File: config.mk
export PLATFORM = sky130hd
export DESIGN_NAME = flight_termination_monitor
export DESIGN_NICKNAME = d
export VERILOG_FILES = /design/src/rtl/ftm_pkg.sv /design/src/rtl/ftm_regs.sv /design/src/rtl/ftm_cond.sv /design/src/rtl/ftm_ctrl.sv /design/src/rtl/flight_termination_monitor.sv
export SDC_FILE = /design/constraint.sdc
export NUM_CORES = 1
export LEC_CHECK = 0
export BUFFER_PORTS_ARGS = -buffer_cell sky130_fd_sc_hd__buf_4
export CAP_MARGIN = 5
export CORE_MARGIN = 3
export CORE_UTILIZATION = 48
export CTS_CLUSTER_DIAMETER = 100
export DETAILED_ROUTE_END_ITERATION = 12
export PLACE_DENSITY_LB_ADDON = 0.2
export SYNTH_ARGS = -nofsm -noshare
export SYNTH_HDL_FRONTEND = slang
export SYNTH_SLANG_ARGS = --single-unit
File: constraint.sdc
create_clock -name clk -period 8.29 [get_ports clk]
set_input_delay 0.829 -clock clk [delete_from_list [all_inputs] [get_ports clk]]
set_output_delay 0.829 -clock clk [all_outputs]
set_load 0.05 [all_outputs]
File: src/rtl/ftm_pkg.sv
`timescale 1ns / 1ps
package ftm_pkg;

  localparam int PADDR_W = 5;
  localparam int PDATA_W = 32;
  localparam int CNT_W   = 16;

  localparam int unsigned ARM_TICKS_DEF  = 100;
  localparam int unsigned TILT_LIMIT_DEF = 4500;
  localparam int          LEVEL_ANGLE    = 9000;

  localparam logic [4:0] MODE_NORMAL = 5'd0;
  localparam logic [4:0] MODE_MANUAL = 5'd3;
  localparam logic [4:0] MODE_TERM   = 5'd31;

  localparam logic [2:0] REG_DESCENT_LIMIT = 3'd0;
  localparam logic [2:0] REG_YAW_LIMIT     = 3'd1;
  localparam logic [2:0] REG_BOX_HALF_LAT  = 3'd2;
  localparam logic [2:0] REG_BOX_HALF_LON  = 3'd3;
  localparam logic [2:0] REG_GROUND_MARGIN = 3'd4;
  localparam logic [2:0] REG_GOAL_LAT      = 3'd5;
  localparam logic [2:0] REG_GOAL_LON      = 3'd6;
  localparam logic [2:0] REG_GOAL_ALT      = 3'd7;

  typedef struct packed {
    logic [14:0] descent_rate_limit;
    logic [14:0] yaw_rate_limit;
    logic [26:0] box_half_lat;
    logic [26:0] box_half_lon;
    logic [16:0] ground_margin;
    logic [30:0] goal_lat;
    logic [31:0] goal_lon;
    logic [19:0] goal_alt;
  } ftm_cfg_t;

  typedef struct packed {
    logic        baro_active;
    logic [15:0] alt_rate;
    logic [15:0] yaw_rate;
    logic [16:0] pitch;
    logic [16:0] roll;
    logic [30:0] gps_lat;
    logic [31:0] gps_lon;
    logic        gps_fix;
    logic [19:0] gps_alt;
    logic [5:0]  mode_cmd;
    logic        manual_servo;
    logic        manual_motor;
  } ftm_snap_t;

  typedef struct packed {
    logic [4:0] term_code;
    logic [4:0] mode;
    logic       servo_on;
    logic       motor_enabled;
    logic       arms_open;
    logic       motors_running;
    logic       terminated_now;
  } ftm_rpt_t;

endpackage

File: src/rtl/ftm_regs.sv
`timescale 1ns / 1ps
module ftm_regs (
  input  logic                          clk,
  input  logic                          rst,
  input  logic                          psel,
  input  logic                          penable,
  input  logic                          pwrite,
  input  logic [ftm_pkg::PADDR_W-1:0]   paddr,
  input  logic [ftm_pkg::PDATA_W-1:0]   pwdata,
  output logic [ftm_pkg::PDATA_W-1:0]   prdata,
  output logic                          pready,
  output ftm_pkg::ftm_cfg_t             cfg
);
  import ftm_pkg::*;

  logic [2:0] idx;
  logic       wr;

  assign idx    = paddr[4:2];
  assign pready = 1'b1;
  assign wr     = psel && penable && pwrite;

  always_ff @(posedge clk) begin
    if (rst) begin
      cfg.descent_rate_limit <= 15'd1000;
      cfg.yaw_rate_limit     <= 15'd3600;
      cfg.box_half_lat       <= 27'd5000;
      cfg.box_half_lon       <= 27'd5000;
      cfg.ground_margin      <= 17'd50;
      cfg.goal_lat           <= '0;
      cfg.goal_lon           <= '0;
      cfg.goal_alt           <= '0;
    end else if (wr) begin
      case (idx)
        REG_DESCENT_LIMIT: cfg.descent_rate_limit <= pwdata[14:0];
        REG_YAW_LIMIT:     cfg.yaw_rate_limit     <= pwdata[14:0];
        REG_BOX_HALF_LAT:  cfg.box_half_lat       <= pwdata[26:0];
        REG_BOX_HALF_LON:  cfg.box_half_lon       <= pwdata[26:0];
        REG_GROUND_MARGIN: cfg.ground_margin      <= pwdata[16:0];
        REG_GOAL_LAT:      cfg.goal_lat           <= pwdata[30:0];
        REG_GOAL_LON:      cfg.goal_lon           <= pwdata[31:0];
        REG_GOAL_ALT:      cfg.goal_alt           <= pwdata[19:0];
        default: ;
      endcase
    end
  end

  always_comb begin
    case (idx)
      REG_DESCENT_LIMIT: prdata = {17'd0, cfg.descent_rate_limit};
      REG_YAW_LIMIT:     prdata = {17'd0, cfg.yaw_rate_limit};
      REG_BOX_HALF_LAT:  prdata = {5'd0, cfg.box_half_lat};
      REG_BOX_HALF_LON:  prdata = {5'd0, cfg.box_half_lon};
      REG_GROUND_MARGIN: prdata = {15'd0, cfg.ground_margin};
      REG_GOAL_LAT:      prdata = {1'b0, cfg.goal_lat};
      REG_GOAL_LON:      prdata = cfg.goal_lon;
      REG_GOAL_ALT:      prdata = {12'd0, cfg.goal_alt};
      default:           prdata = '0;
    endcase
  end

endmodule

File: src/rtl/ftm_cond.sv
`timescale 1ns / 1ps
module ftm_cond #(
  parameter int unsigned TILT_LIMIT = ftm_pkg::TILT_LIMIT_DEF
) (
  input  ftm_pkg::ftm_snap_t snap,
  input  ftm_pkg::ftm_cfg_t  cfg,
  output logic [4:0]         code
);
  import ftm_pkg::*;

  localparam logic [17:0] TILT_VAL  = 18'(TILT_LIMIT);
  localparam logic [17:0] LEVEL_VAL = 18'(LEVEL_ANGLE);

  logic [15:0]        alt_mag;
  logic [15:0]        yaw_mag;
  logic [17:0]        pitch_d;
  logic [17:0]        roll_d;
  logic [17:0]        pitch_mag;
  logic [17:0]        roll_mag;
  logic [31:0]        lat_d;
  logic [31:0]        lat_mag;
  logic [32:0]        lon_d;
  logic [32:0]        lon_mag;
  logic signed [20:0] alt_d;
  logic signed [20:0] margin_s;

  always_comb begin
    alt_mag   = snap.alt_rate[15] ? 16'(-snap.alt_rate) : snap.alt_rate;
    yaw_mag   = snap.yaw_rate[15] ? 16'(-snap.yaw_rate) : snap.yaw_rate;
    pitch_d   = {snap.pitch[16], snap.pitch} - LEVEL_VAL;
    roll_d    = {snap.roll[16], snap.roll} - LEVEL_VAL;
    pitch_mag = pitch_d[17] ? 18'(-pitch_d) : pitch_d;
    roll_mag  = roll_d[17] ? 18'(-roll_d) : roll_d;
    lat_d     = {snap.gps_lat[30], snap.gps_lat} - {cfg.goal_lat[30], cfg.goal_lat};
    lat_mag   = lat_d[31] ? 32'(-lat_d) : lat_d;
    lon_d     = {snap.gps_lon[31], snap.gps_lon} - {cfg.goal_lon[31], cfg.goal_lon};
    lon_mag   = lon_d[32] ? 33'(-lon_d) : lon_d;
    alt_d     = $signed({snap.gps_alt[19], snap.gps_alt})
              - $signed({cfg.goal_alt[19], cfg.goal_alt});
    margin_s  = $signed({4'd0, cfg.ground_margin});

    code[0] = snap.baro_active && (alt_mag > {1'b0, cfg.descent_rate_limit});
    code[1] = yaw_mag > {1'b0, cfg.yaw_rate_limit};
    code[2] = (pitch_mag > TILT_VAL) || (roll_mag > TILT_VAL);
    code[3] = (lat_mag < {5'd0, cfg.box_half_lat}) && (lon_mag < {6'd0, cfg.box_half_lon});
    code[4] = snap.gps_fix && (alt_d < margin_s);
  end

endmodule

File: src/rtl/ftm_ctrl.sv
`timescale 1ns / 1ps
module ftm_ctrl #(
  parameter int unsigned ARM_TICKS = ftm_pkg::ARM_TICKS_DEF
) (
  input  logic               clk,
  input  logic               rst,
  input  logic               adv,
  input  ftm_pkg::ftm_snap_t snap,
  input  logic [4:0]         code,
  output ftm_pkg::ftm_rpt_t  rpt
);
  import ftm_pkg::*;

  localparam logic [CNT_W-1:0] ARM_VAL = CNT_W'(ARM_TICKS);

  logic [4:0]       mode_reg,   mode_reg_next;
  logic [CNT_W-1:0] arming_count, arming_count_next;
  logic             servo_flag, servo_flag_next;
  logic             motor_flag, motor_flag_next;
  logic             arms_state, arms_state_next;
  logic             driver_on,  driver_on_next;
  logic             entered;
  logic [4:0]       m0;
  logic             shut;

  always_comb begin
    m0                = snap.mode_cmd[5] ? mode_reg : snap.mode_cmd[4:0];
    mode_reg_next     = m0;
    arming_count_next = arming_count;
    servo_flag_next   = (m0 == MODE_MANUAL) ? snap.manual_servo : servo_flag;
    motor_flag_next   = (m0 == MODE_MANUAL) ? snap.manual_motor : motor_flag;
    arms_state_next   = arms_state;
    driver_on_next    = driver_on;
    entered           = 1'b0;
    shut              = 1'b0;

    if (m0 == MODE_TERM) begin
      if (code == 5'd0) begin
        mode_reg_next = MODE_NORMAL;
      end else begin
        shut = 1'b1;
      end
    end else if (m0 != MODE_MANUAL && code != 5'd0) begin
      mode_reg_next     = MODE_TERM;
      arming_count_next = '0;
      entered           = 1'b1;
      shut              = 1'b1;
    end else begin
      if (m0 == MODE_MANUAL) begin
        arming_count_next = ARM_VAL;
      end
      if (m0 == MODE_MANUAL || arming_count >= ARM_VAL) begin
        if (m0 != MODE_MANUAL) begin
          servo_flag_next = 1'b1;
          motor_flag_next = 1'b1;
        end
        if (servo_flag_next) begin
          arms_state_next = 1'b1;
        end
        if (motor_flag_next) begin
          driver_on_next = 1'b1;
        end
      end else begin
        arming_count_next = arming_count + 1'b1;
      end
    end

    if (shut) begin
      servo_flag_next = 1'b0;
      motor_flag_next = 1'b0;
      arms_state_next = 1'b0;
      driver_on_next  = 1'b0;
    end
  end

  always_ff @(posedge clk) begin
    if (rst) begin
      mode_reg     <= MODE_NORMAL;
      arming_count <= '0;
      servo_flag   <= 1'b0;
      motor_flag   <= 1'b0;
      arms_state   <= 1'b0;
      driver_on    <= 1'b0;
    end else if (adv) begin
      mode_reg     <= mode_reg_next;
      arming_count <= arming_count_next;
      servo_flag   <= servo_flag_next;
      motor_flag   <= motor_flag_next;
      arms_state   <= arms_state_next;
      driver_on    <= driver_on_next;
    end
  end

  always_ff @(posedge clk) begin
    if (adv) begin
      rpt.term_code      <= code;
      rpt.mode           <= mode_reg_next;
      rpt.servo_on       <= servo_flag_next;
      rpt.motor_enabled  <= motor_flag_next;
      rpt.arms_open      <= arms_state_next;
      rpt.motors_running <= driver_on_next;
      rpt.terminated_now <= entered;
    end
  end

endmodule

File: src/rtl/flight_termination_monitor.sv
`timescale 1ns / 1ps
// Channel   Handshake                  Payload     Word
// snap      snap_valid / snap_ready    snap        one sensor snapshot per tick
// rpt       rpt_valid / rpt_ready      rpt         one status report per snapshot
// cfg       psel / penable / pwrite    paddr/pwdata  APB register write, pready tied high
//
// One snapshot per cycle unless the report stalls; stage one feeds the report register.
// Stage one holds the snapshot, the condition code and state update sit between it
// and the report register.
// Synchronous active-high reset clears mode, counter, flags and both valid bits;
// registers return to their defaults.
// A stalled report holds the pipe; an empty input stage may still fill meanwhile.
module flight_termination_monitor #(
  parameter int unsigned ARM_TICKS  = ftm_pkg::ARM_TICKS_DEF,
  parameter int unsigned TILT_LIMIT = ftm_pkg::TILT_LIMIT_DEF
) (
  input  logic                          clk,
  input  logic                          rst,
  input  logic                          snap_valid,
  output logic                          snap_ready,
  input  ftm_pkg::ftm_snap_t            snap,
  output logic                          rpt_valid,
  input  logic                          rpt_ready,
  output ftm_pkg::ftm_rpt_t             rpt,
  input  logic                          psel,
  input  logic                          penable,
  input  logic                          pwrite,
  input  logic [ftm_pkg::PADDR_W-1:0]   paddr,
  input  logic [ftm_pkg::PDATA_W-1:0]   pwdata,
  output logic [ftm_pkg::PDATA_W-1:0]   prdata,
  output logic                          pready
);
  import ftm_pkg::*;

  ftm_cfg_t   cfg;
  ftm_snap_t  s1;
  logic       s1_valid;
  logic       rpt_move;
  logic       adv;
  logic [4:0] code;

  assign rpt_move   = !rpt_valid || rpt_ready;
  assign adv        = s1_valid && rpt_move;
  assign snap_ready = !s1_valid || rpt_move;

  always_ff @(posedge clk) begin
    if (rst) begin
      s1_valid  <= 1'b0;
      rpt_valid <= 1'b0;
    end else begin
      if (snap_ready) begin
        s1_valid <= snap_valid;
      end
      if (rpt_move) begin
        rpt_valid <= s1_valid;
      end
    end
  end

  always_ff @(posedge clk) begin
    if (snap_valid && snap_ready) begin
      s1 <= snap;
    end
  end

  ftm_regs u_regs (
    .clk     (clk),
    .rst     (rst),
    .psel    (psel),
    .penable (penable),
    .pwrite  (pwrite),
    .paddr   (paddr),
    .pwdata  (pwdata),
    .prdata  (prdata),
    .pready  (pready),
    .cfg     (cfg)
  );

  ftm_cond #(
    .TILT_LIMIT (TILT_LIMIT)
  ) u_cond (
    .snap (s1),
    .cfg  (cfg),
    .code (code)
  );

  ftm_ctrl #(
    .ARM_TICKS (ARM_TICKS)
  ) u_ctrl (
    .clk  (clk),
    .rst  (rst),
    .adv  (adv),
    .snap (s1),
    .code (code),
    .rpt  (rpt)
  );

endmodule

# --- After elaboration in Yosys (flattened, before gate mapping) ---
# Cells that the tools add are included.
# Widths: inputs -> output; s select.
totals:
  ff_bits: 385
  latchBits: 0
  ram_bits: 0
  romBits: 0
  inputBits: 203
  output_inout_bits: 50
  wordCells: 138
  memories: 0
op_classes:
  addsub: 12
  multipliers: 0
  n_div: 0
  magnitude_cmp: 8
  n_eq_ne: 11
  n_shift: 0
  n_mux: 45
  bitwise_logic: 1
  reduce_logical: 26
op_table:
  columns: ["op", "count"]
  rows:
  - ["$pmux 32 s8", 1]
  - ["$mux 16", 5]
  - ["$gt 18x13->1 const B", 2]
  - ["$mux 18", 2]
  - ["$neg 18->18", 2]
  - ["$sub 17x15->18 const B", 2]
  - ["$lt 33x27->1", 1]
  - ["$mux 33", 1]
  - ["$neg 33->33", 1]
  - ["$sub 32x32->33", 1]
  - ["$gt 16x15->1", 2]
  - ["$lt 32x27->1", 1]
  - ["$mux 32", 1]
  - ["$neg 16->16", 2]
  - ["$neg 32->32", 1]
  - ["$sub 31x31->32", 1]
  - ["$mux 1", 31]
  - ["$lt 21x18->1", 1]
  - ["$sub 20x20->21", 1]
  - ["$mux 5", 4]
  - ["$add 16x1->16 const B", 1]
  - ["$ge 16x7->1 const B", 1]
  - ["$reduce_and 2->1", 8]
  - ["$eq 3x3->1 const B", 4]
  - ["14 further kinds", 26]

# --- Logic depth before layout (Yosys ltp) ---
# Gate-level depths: netlist (run 1).
logic_depth:
  word_depth: 14
  mapped_depth: 30
  ltp_nobuf: 28

# --- Hierarchy ---
# Synthesis (run 1) repeated with hierarchy kept, for this count alone.
unflattened:
  cells_unflattened: 2933
  area_unflattened_um2: 25250.5
modules_own_cells:
  columns: ["mod", "n_inst", "cells_each", "area_per_inst_um2", "seq_area_each_um2"]
  rows:
  - ["ftm_cond", 1, 1525, 10375.0, 0.0]
  - ["ftm_regs", 1, 1056, 8040.2, 3683.5]
  - ["flight_termination_monitor", 1, 169, 4878.4, 4814.6]
  - ["ftm_ctrl", 1, 183, 1956.9, 950.9]

# --- Worst setup path before layout (run 1) ---
# No wires, ideal clock.
synth_timing:
  kind: "register to register"
  startpoint: "reg s1[61] in the netlist's numbering"
  endpoint: "reg u_ctrl.arming_count[6]"
  setup_time_ns: 0.119
  t_arrival_ns: 6.336
  required_time_ns: 8.171
  slack_ns: 1.835
  path_stages_with_launch: 30
  path_buffers: 2
  period_less_slack_ns: 6.455
  path_cell_list: "edfxtp_1 -> inv_1 -> ha_1 -> inv_1 -> fa_1 -> a211oi_2 -> o21ai_1 -> a21boi_0 -> xor2_1 -> o2111ai_1 -> nor4b_2 -> nand4b_1 -> o21ai_0 -> xnor2_1 -> ha_1 -> a21o_1 -> a211o_1 -> a2111oi_0 -> o21ai_0 -> a31oi_1 -> o31ai_1 -> o21ai_0 -> and4bb_2 -> nand4bb_1 -> or4_4 -> o211a_1 -> buf_6 -> or2_0 -> buf_2 -> o221a_1"
synth_between:
  elab_chain_len: 9
  word_cells_on_any_way: 10
  classes_between: "add/sub: 2; order compare: 1; eq/ne: 1; mux: 2; reduce/logical: 4"
synth_lines:
  columns: ["item", "line", "source"]
  rows:
  - ["start, declared", "flight_termination_monitor.sv:36", "ftm_snap_t s1;"]
  - ["start signal, assigned", "flight_termination_monitor.sv:62", "s1 <= snap;"]
  - ["$sub 31x31->32 (*)", "ftm_cond.sv:34", "lat_d = {snap.gps_lat[30], snap.gps_lat} - {cfg.goal_lat[30], cfg.goal_lat};"]
  - ["$neg 32->32", "ftm_cond.sv:35", "lat_mag = lat_d[31] ? 32'(-lat_d) : lat_d;"]
  - ["$mux 32 (*)", "ftm_cond.sv:35", null]
  - ["$lt 32x27->1 (*)", "ftm_cond.sv:45", "code[3] = (lat_mag < {5'd0, cfg.box_half_lat}) && (lon_mag < {6'd0, cfg.box_half_lon});"]
  - ["$logic_and 1x1->1 (*)", "ftm_cond.sv:45", null]
  - ["$reduce_bool 5->1 (*)", "ftm_ctrl.sv:43", "end else if (m0 != MODE_MANUAL && code != 5'd0) begin"]
  - ["$logic_and 1x1->1 (*)", "ftm_ctrl.sv:43", null]
  - ["$ne 3x1->1 (no line)", null, null]
  - ["$reduce_and 3->1 (no line)", null, null]
  - ["end signal, assigned", "ftm_ctrl.sv:86", "arming_count <= arming_count_next;"]
  - ["end, declared", "ftm_ctrl.sv:17", "logic [CNT_W-1:0] arming_count, arming_count_next;"]
# Every way passes the cells marked *; elsewhere a longest branch is shown, timed or not.
# A chain may end at the register's enable or synchronous reset.

# --- Worst setup path after layout (run 1) ---
layout_timing:
  startpoint: "reg, netlist name u_regs.cfg[52]"
  endpoint: "reg u_ctrl.mode_reg[0]"
layout_between:
  elab_chain_len: 9
  word_cells_on_any_way: 11
  classes_between: "add/sub: 2; order compare: 1; mux: 4; reduce/logical: 4"
layout_lines:
  columns: ["item", "line", "source"]
  rows:
  - ["$sub 31x31->32 (*)", "ftm_cond.sv:34", null]
  - ["$neg 32->32", "ftm_cond.sv:35", null]
  - ["$mux 32 (*)", "ftm_cond.sv:35", null]
  - ["$lt 32x27->1 (*)", "ftm_cond.sv:45", null]
  - ["$logic_and 1x1->1 (*)", "ftm_cond.sv:45", null]
  - ["$reduce_bool 5->1", "ftm_ctrl.sv:43", null]
  - ["$logic_and 1x1->1", "ftm_ctrl.sv:43", null]
  - ["$mux 5", "ftm_ctrl.sv:43", null]
  - ["$mux 5 (*)", "ftm_ctrl.sv:37", "if (m0 == MODE_TERM) begin"]
  - ["end signal, assigned", "ftm_ctrl.sv:85", "mode_reg <= mode_reg_next;"]
  - ["end, declared", "ftm_ctrl.sv:16", "logic [4:0] mode_reg, mode_reg_next;"]
# Marked as above.

==> results of run 1 <==
## per-layer routing
layer / up-vias / global-route usage / share of wire / wire length, µm
li1: 11800 / - / - / -
met1: 11600 / 0.389 / 0.44 / 37200
met2: 935 / 0.467 / 0.46 / 38300
met3: 147 / 0.0393 / 0.068 / 5760
met4: 0 / 0.0971 / 0.034 / 2830
met5: - / 0 / 0 / 0
## worst reg2reg max path, delay by kind of cell (launching register included)
kind                       cells  cell delay, ps
adders and majority gates      3             900
and+or+nand+nor                5            1690
DFF                            1             410
AOI/OAI and AO/OA             15            4060
buffers and inverters          1              60
xor gates and xnor gates       2             450
## worst paths after layout
check	endpoint	slack, ps	depth (start not counted)
setup / recovery	u_ctrl.mode_reg[0]	590	26
hold / removal	s1[21]	400	1
setup reg to reg	u_ctrl.mode_reg[0]	590	26
hold reg to reg	u_regs.cfg[113]	450	2
## cell type report
cell class                 instances  area [µm²]
clock buffer                      54        1180
fill                            4945       23900
multi-input combinational       2420       15400
clock inverter                    27         318
tap                              696         871
timing repair buffer             271        2030
sequential                       385        9450
inverter                         223         837
## cell families (layout without fill, tap and decap cells)
| logic type | count (synthesis) | after routing | synth area share |
|---|---|---|---|
| multiplexers | 45 | 45 | 0.0202 |
| buffers and inverters | 379 | 575 | 0.0564 |
| flip-flops | 385 | 385 | 0.359 |
| AND/OR/NAND/NOR | 1114 | 1114 | 0.199 |
| other | 1 | 1 | 0.000143 |
| adder cells (fa/ha/maj) | 194 | 194 | 0.0931 |
| AO/OA/AOI/OAI | 932 | 932 | 0.227 |
| XOR/XNOR | 134 | 134 | 0.0446 |
## placed cells by master (no fill, tap or decap), drive strengths merged, types with 11 or more instances in the layout
cell      n
a221oi   13
or3      33
mux2i    35
a21o     66
o22ai    17
nand4    33
and3     30
o31ai    18
nor2b    27
ha      191
o211ai   48
xor2     35
nand3    66
dfxtp   211
buf     271
or4      15
a22oi    13
nor3     66
o21a     33
inv     225
o41ai    11
nand2b   21
xnor2    99
a211oi   36
clkinv   16
a21oi   341
nor2    167
clkbuf   54
edfxtp  174
o21ai   173
or2      14
a31oi    38
nor4     23
and2     43
nand2   531
and4     13
## power groups by stage
stage                     Clock (µW)  Combinational (µW)  Sequential (µW)
after global routing            2140                1130             2100
after global placement             0                 974             2140
after detailed placement           0                1000             2140
final                           2030                1020             2100
after CTS                       2070                1010             2100
after floorplan                    0                 699             2130
## per-stage QoR
step	utilization	area, µm²
after CTS	0.557	30100
after global placement	0.529	28600
after global routing	0.557	30100
after floorplan	-	26300
after detailed placement	0.529	28600
final	0.557	30100
## timing repair
| action | in CTS | in global routing |
|---|---|---|
| endpoints found under the setup margin | 0 | 17 |
| resized for setup | 0 | 2 |
| buffers inserted | 0 | 1 |
==> results.md, run 1 <==
- Clock power share: 0.394
- WL final: 84.1 mm
- Yosys cell types: 109
- RSZ-0062 raised after global routing: no
- Setup TNS: 0 ps
- WS Path Type: flop to flop
- DR vias: 24500
- Clock root buffer: clkbuf_16
- Crit path buf inv count: 1
- FMAX: 130 MHz
- Sequential cell area fraction in the yosys report: 0.359
- Area Growth Syn to Fin: 14.5%
- Dpl cells: 3994
- Count leader, synth: nand2_1
- Final Power: 5150 µW
- Worst EP arrival: 8180 ps
- IO Count: around 250
- CTS H-tree depth: 2
- Reg with most FFs: u_regs.cfg
- Post-synth top cells: nand2_1 (531), a21oi_1 (337), inv_1 (222), dfxtp_1 (211), ha_1 (191)
- Worst Hold Class: input pin to flop
- Sw Ratio: 0.294
- P_int: 3640 µW
- Residual DRC: 0
- Pwr Density: ~170 nW/µm²
- Async set-reset flop share out of synthesis: 0
- Crit end category: flop
- Clk sinks: 385
- Antenna-violating nets left: 0
- Clk slew on worst S/H paths: 60 ps
- Die height: 240 µm
- Post-Route Skew: approximately 16 ps
- Gpl congestion: 0.942
- Least-Margin Pin Slew: 1280 ps
- Cell type with the largest total area after synthesis: edfxtp_1
- # rows: 85
- Total CTS buffers: 44
- Syn Area/Cell: 8.26 µm²
- Regs by FF count: u_regs.cfg (184), s1 (159), u_ctrl.arming_count (16)
- #FFs+latches synth: 385
- Total track usage: 0.286
- Peak supply drop: 0.176 mV
- Starting density of the core: 0.487
- Final nets: about 3700
- Max reg flops: ~180
- Post-Syn Instances: 3184
- Average wire per standard cell: 20.6 µm
- Max-Slew Margin vs Limit: 0.142
- Final setup violation count: 0
- Global-route wire length before repair: 130 mm
- Worst EP required: approximately 9000 ps
- Iteration-0 DRC count of the detailed router: 2118
- Pleak: 0.0112 µW
- Largest net degree at the start of global routing: between 100 and 150
- Cts hold-fix bufs: 0
- Layout cells sized above 1: 0.121
- Most used DFF post-synth: dfxtp_1
- Min Tclk post-route: about 7700 ps
- Core Area: between 50000 and 60000 µm²
- CTS max path bufs: 3
- Area share of the largest cell type after synthesis: 0.199
- Dpl hpwl: 64.1 mm
- Worst-path fanout max: 10
- # port buffers: 249
- CP delay by family, top: compound AO/OA/AOI/OAI gates
- CTS tree: built
- Comb power frac: 0.199
- Run status: complete, no violations
- Max-cap violations: 0
- Horiz. Die Dim: about 240 µm
- Non-filler cells, final: 4076
- Most common cell on crit path: o21ai_0
- Slew Limit Fails: 0
- CP startpoint kind: flop
- First-pass DRT Iterations: 6
- Critical path launch point: u_regs.cfg[52]
- Post-synth EDFFs: 174
- Final hold violations: 0
- CP max stage delay: a little over 600 ps
- Die area: 57600 µm²
- Final period util: 0.929
- Vias in the first global route: 23400
- Sequential power share: 0.407
- Worst-Skew Late Latency: 600 ps
- Hold slack: 401 ps
- Initial antenna violation count: 0
- Ant diodes: 0
- Hold_sp: snap[21]
- Net count after synthesis: 3581
- Slowest CP cell: or4_4
- Reg2reg start: u_regs.cfg[52]
- Pre-CTS setup slack: 516 ps
- Psw: 1510 µW
- Cell Area, Synth: 26300 µm²
- Top cells by area, synth: edfxtp_1 (20%), dfxtp_1 (16%), ha_1 (9.1%), nand2_1 (7.6%), a21oi_1 (6.4%)
- Fin worst setup slack: 590 ps
- Total gr overflow: 0
- DR vias/cell: 6.02
- Synth warn: 0
No activity file was read; power rests on OpenSTA's default activity.
==> inputs of run 2 (changes only) <==
--- a/config.mk
+++ b/config.mk
@@ -5,6 +5,7 @@
 export SDC_FILE = /design/constraint.sdc
 export NUM_CORES = 1
 export LEC_CHECK = 0
+export ABC_AREA = 1
 export BUFFER_PORTS_ARGS = -buffer_cell sky130_fd_sc_hd__buf_4
 export CAP_MARGIN = 5
 export CORE_MARGIN = 3
==> results.md, run 2 <==
- Run status: complete, no violations (unchanged)
- Average wire per standard cell: 16.7 µm (was 20.6 µm)
- CTS H-tree depth: 2 (unchanged)
- Horiz. Die Dim: 240 µm (about the same)
- R2r worst-path depth: 35 (was 26)
- Count leader, synth: nand2_1 (unchanged)
- Slowest CP cell: nand2_2 (was or4_4)
- Slew Limit Fails: 0 (unchanged)
- Syn Area/Cell: 7.20 µm² (was 8.26 µm²)
- Final hold violations: 0 (unchanged)
- Residual DRC: 0 (unchanged)
- Ant diodes: 0 (unchanged)
- P_int: 3640 µW (about the same)
- Most used DFF post-synth: dfxtp_1 (unchanged)
- # port buffers: 249 (unchanged)
- Layout cells sized above 1: 0.112 (was 0.121)
- Total CTS buffers: 46 (was 44)
- Final nets: 4281 (was 3742)
- Reg2reg start: u_regs.cfg[20] (was u_regs.cfg[52])
- WS Path Type: flop to flop (unchanged)
- CTS max path bufs: 3 (unchanged)
- # rows: 85 (unchanged)
- Most frequent cells in the layout: nand2_1 (872), inv_1 (629), a21oi_1 (318) (was nand2_1 (531), a21oi_1 (337), buf_4 (271))
- Dpl hpwl: 60.6 mm (was 64.1 mm)
- Clk sinks: 385 (unchanged)
- Worst-path fanout max: 28 (was 10)
- Comb power frac: 0.215 (was 0.199)
- RSZ-0062 raised after global routing: no (unchanged)
- Cell type with the largest total area after synthesis: edfxtp_1 (unchanged)
- Hold EP: s1[92] (was s1[21])
- Pwr Density: 173 nW/µm² (was 171 nW/µm²)
- Psw: 1600 µW (was 1510 µW)
- Core Area: 54000 µm² (unchanged)
- DR vias: 24300 (was 24500)
- Global-route wire length before repair: 118 mm (was 130 mm)
- FF-to-FF setup slack: 2740 ps (was 590 ps)
- Clock root buffer: clkbuf_16 (unchanged)
- Regs by FF count: u_regs.cfg (184), s1 (159), u_ctrl.arming_count (16) (unchanged)
- CTS tree: built (unchanged)
- Reg with most FFs: u_regs.cfg (unchanged)
- Sequential power share: 0.399 (was 0.407)
- First-pass DRT Iterations: 6 (unchanged)
- Clk slew on worst S/H paths: 60 ps (about the same)
- Area share of the largest cell type after synthesis: 0.198 (was 0.199)
- Sequential cell area fraction in the yosys report: 0.359 (about the same)
- Worst EP required: 8650 ps (was 8770 ps)
- DR vias/cell: 5.25 (was 6.02)
- Most common cell on crit path: nand2_1 (was o21ai_0)
- Antenna-violating nets left: 0 (unchanged)
- Die height: 240 µm (about the same)
- Post-Syn Instances: 3657 (was 3184)
- CP startpoint kind: flop (unchanged)
- Worst EP arrival: 5910 ps (was 8180 ps)
- Post-synth top cells: nand2_1 (872), inv_1 (630), a21oi_1 (318), nor2_1 (253), o21ai_0 (237) (was nand2_1 (531), a21oi_1 (337), inv_1 (222), dfxtp_1 (211), ha_1 (191))
- Max-cap violations: 0 (unchanged)
- IO Count: 253 (unchanged)
- Max-Slew Margin vs Limit: 0.207 (was 0.142)
- Setup TNS: 0 ps (unchanged)
- Worst Hold Class: input pin to flop (unchanged)
- Cell Area, Synth: 26300 µm² (about the same)
- Largest net degree at the start of global routing: 103 (was 102)
- Post-synth EDFFs: 174 (unchanged)
- Hold_sp: snap[92] (was snap[21])
- Die area: 57700 µm² (was 57600 µm²)
- Hold Path Depth: 1 (unchanged)
- Cts hold-fix bufs: 0 (unchanged)
- Total track usage: 0.261 (was 0.286)
- Yosys cell types: 63 (was 109)
- Synth warn: 0 (unchanged)
- Peak supply drop: 0.171 mV (was 0.176 mV)
- Vias in the first global route: 22000 (was 23400)
- Total gr overflow: 0 (unchanged)
- Max reg flops: 184 (unchanged)
- Async set-reset flop share out of synthesis: 0 (unchanged)
- Sw Ratio: 0.306 (was 0.294)
- Crit end category: flop (unchanged)
- Final setup violation count: 0 (unchanged)
- Starting density of the core: 0.488 (was 0.487)
- Top cells by area, synth: edfxtp_1 (20%), dfxtp_1 (16%), nand2_1 (12%), ha_1 (9.1%), inv_1 (9.0%) (was edfxtp_1 (20%), dfxtp_1 (16%), ha_1 (9.1%), nand2_1 (7.6%), a21oi_1 (6.4%))
- Reg2Reg Capture Point: u_ctrl.rpt[9] (was u_ctrl.mode_reg[0])
- Least-Margin Pin Slew: 1180 ps (was 1280 ps)
- Pleak: 0.0142 µW (was 0.0112 µW)
- Worst-Skew Late Latency: 610 ps (was 600 ps)
- FMAX: 180 MHz (was 130 MHz)
- Post-CTS sizing: 0 (unchanged)
- Post-CTS Setup Inserts: 0 (unchanged)
- Post-Route Skew: 35.0 ps (was 15.8 ps)
- Net count after synthesis: 4054 (was 3581)
- Area Growth Syn to Fin: 15.4% (was 14.5%)
- Gpl congestion: 0.954 (was 0.942)
- Initial antenna violation count: 1 (was 0)
- Clock power share: 0.387 (was 0.394)
- #FFs+latches synth: 385 (unchanged)
- Fin worst setup slack: 2740 ps (was 590 ps)
- CP max stage delay: 400 ps (was 620 ps)
- Iteration-0 DRC count of the detailed router: 1919 (was 2118)
- Min Tclk post-route: 5550 ps (was 7700 ps)
- Commonest non-fill, non-tap cell in the layout: nand2_1 (unchanged)
- WL final: 77.2 mm (was 84.1 mm)
- Final period util: 0.669 (was 0.929)
- Pre-CTS setup slack: 2830 ps (was 516 ps)
run 2: cell types whose count changed after synthesis, moves of 32 or more:
cell	change
inv_1	+408
nand2_1	+341
nand3_1	+92
nor2_1	+86
o21ai_0	+67
a21o_1	-62
xor2_1	+62
xnor2_1	-60
clkbuf_1	-46
and2_1	-37
a31oi_1	-34
mux2i_1	-33
or3_1	-33
o21a_1	-32
run 2: stage by stage:
step / total power (µW) / cell area (µm²) / hold slack, ps / std cells / util
3_5_place_dp: 3240 / 28900 / 429 / 4532 / 0.534
3_3_place_gp: 3230 / 28900 / 426 / 4532 / 0.534
6_report: 5240 / 30400 / 391 / 4618 / 0.562
4_1_cts: 5280 / 30400 / 353 / 4618 / 0.562
2_1_floorplan: 2920 / 26300 / 417 / 3657 / -
5_1_grt: 5520 / 30400 / 369 / 4618 / 0.562
run 2: how the worst max path moves through the flow:
| stage | from | endpoint | depth (start not counted) |
|---|---|---|---|
| floorplan | rpt_ready | s1[0] | 4 |
| global placement | u_regs.cfg[20] | u_ctrl.rpt[1] | 35 |
| detailed placement | u_regs.cfg[20] | u_ctrl.rpt[1] | 35 |
| CTS | u_regs.cfg[20] | u_ctrl.rpt[9] | 35 |
| global route | u_regs.cfg[20] | u_ctrl.mode_reg[3] | 36 |
| finish | u_regs.cfg[20] | u_ctrl.rpt[9] | 35 |
run 2: cell type report:
type	instances	area [µm²]
Timing Repair Buffer	262	1970
Clock inverter	23	199
Fill cell	5222	23600
Tap cell	696	871
Inverter	649	2440
Clock buffer	63	1330
Multi-Input combinational cell	2540	14100
Sequential cell	385	9450
run 2: per-layer routing:
metal,up-vias,track usage,part of all wire
li1,12400,-,-
met1,10900,0.353,0.45
met2,773,0.434,0.46
met3,118,0.0411,0.068
met4,2,0.0719,0.028
met5,-,0,0.00026
run 2: critical path: cells and delay by family (launching register included):
family	cells	cell delay (ps)
xor+xnor	1	180
buf+inv	4	560
simple gates	24	2730
fa+ha+maj	3	900
compound gates	3	550
flops	1	360
run 2: kinds of logic after synthesis:
family,synth area share
and+or+nand+nor,0.239
AOI/OAI and AO/OA,0.157
buffers and inverters,0.106
DFF,0.359
adders and majority gates,0.0930
xor gates and xnor gates,0.0458
muxes,0.000760
other,0.000142
run 2: power by group through the flow:
| stage | clock [µW] | combinational [µW] | sequential, µW |
|---|---|---|---|
| 6_report | 2030 | 1130 | 2090 |
| 2_1_floorplan | 0 | 795 | 2130 |
| 3_3_place_gp | 0 | 1100 | 2130 |
| 4_1_cts | 2070 | 1120 | 2090 |
| 3_5_place_dp | 0 | 1110 | 2130 |
| 5_1_grt | 2140 | 1280 | 2100 |
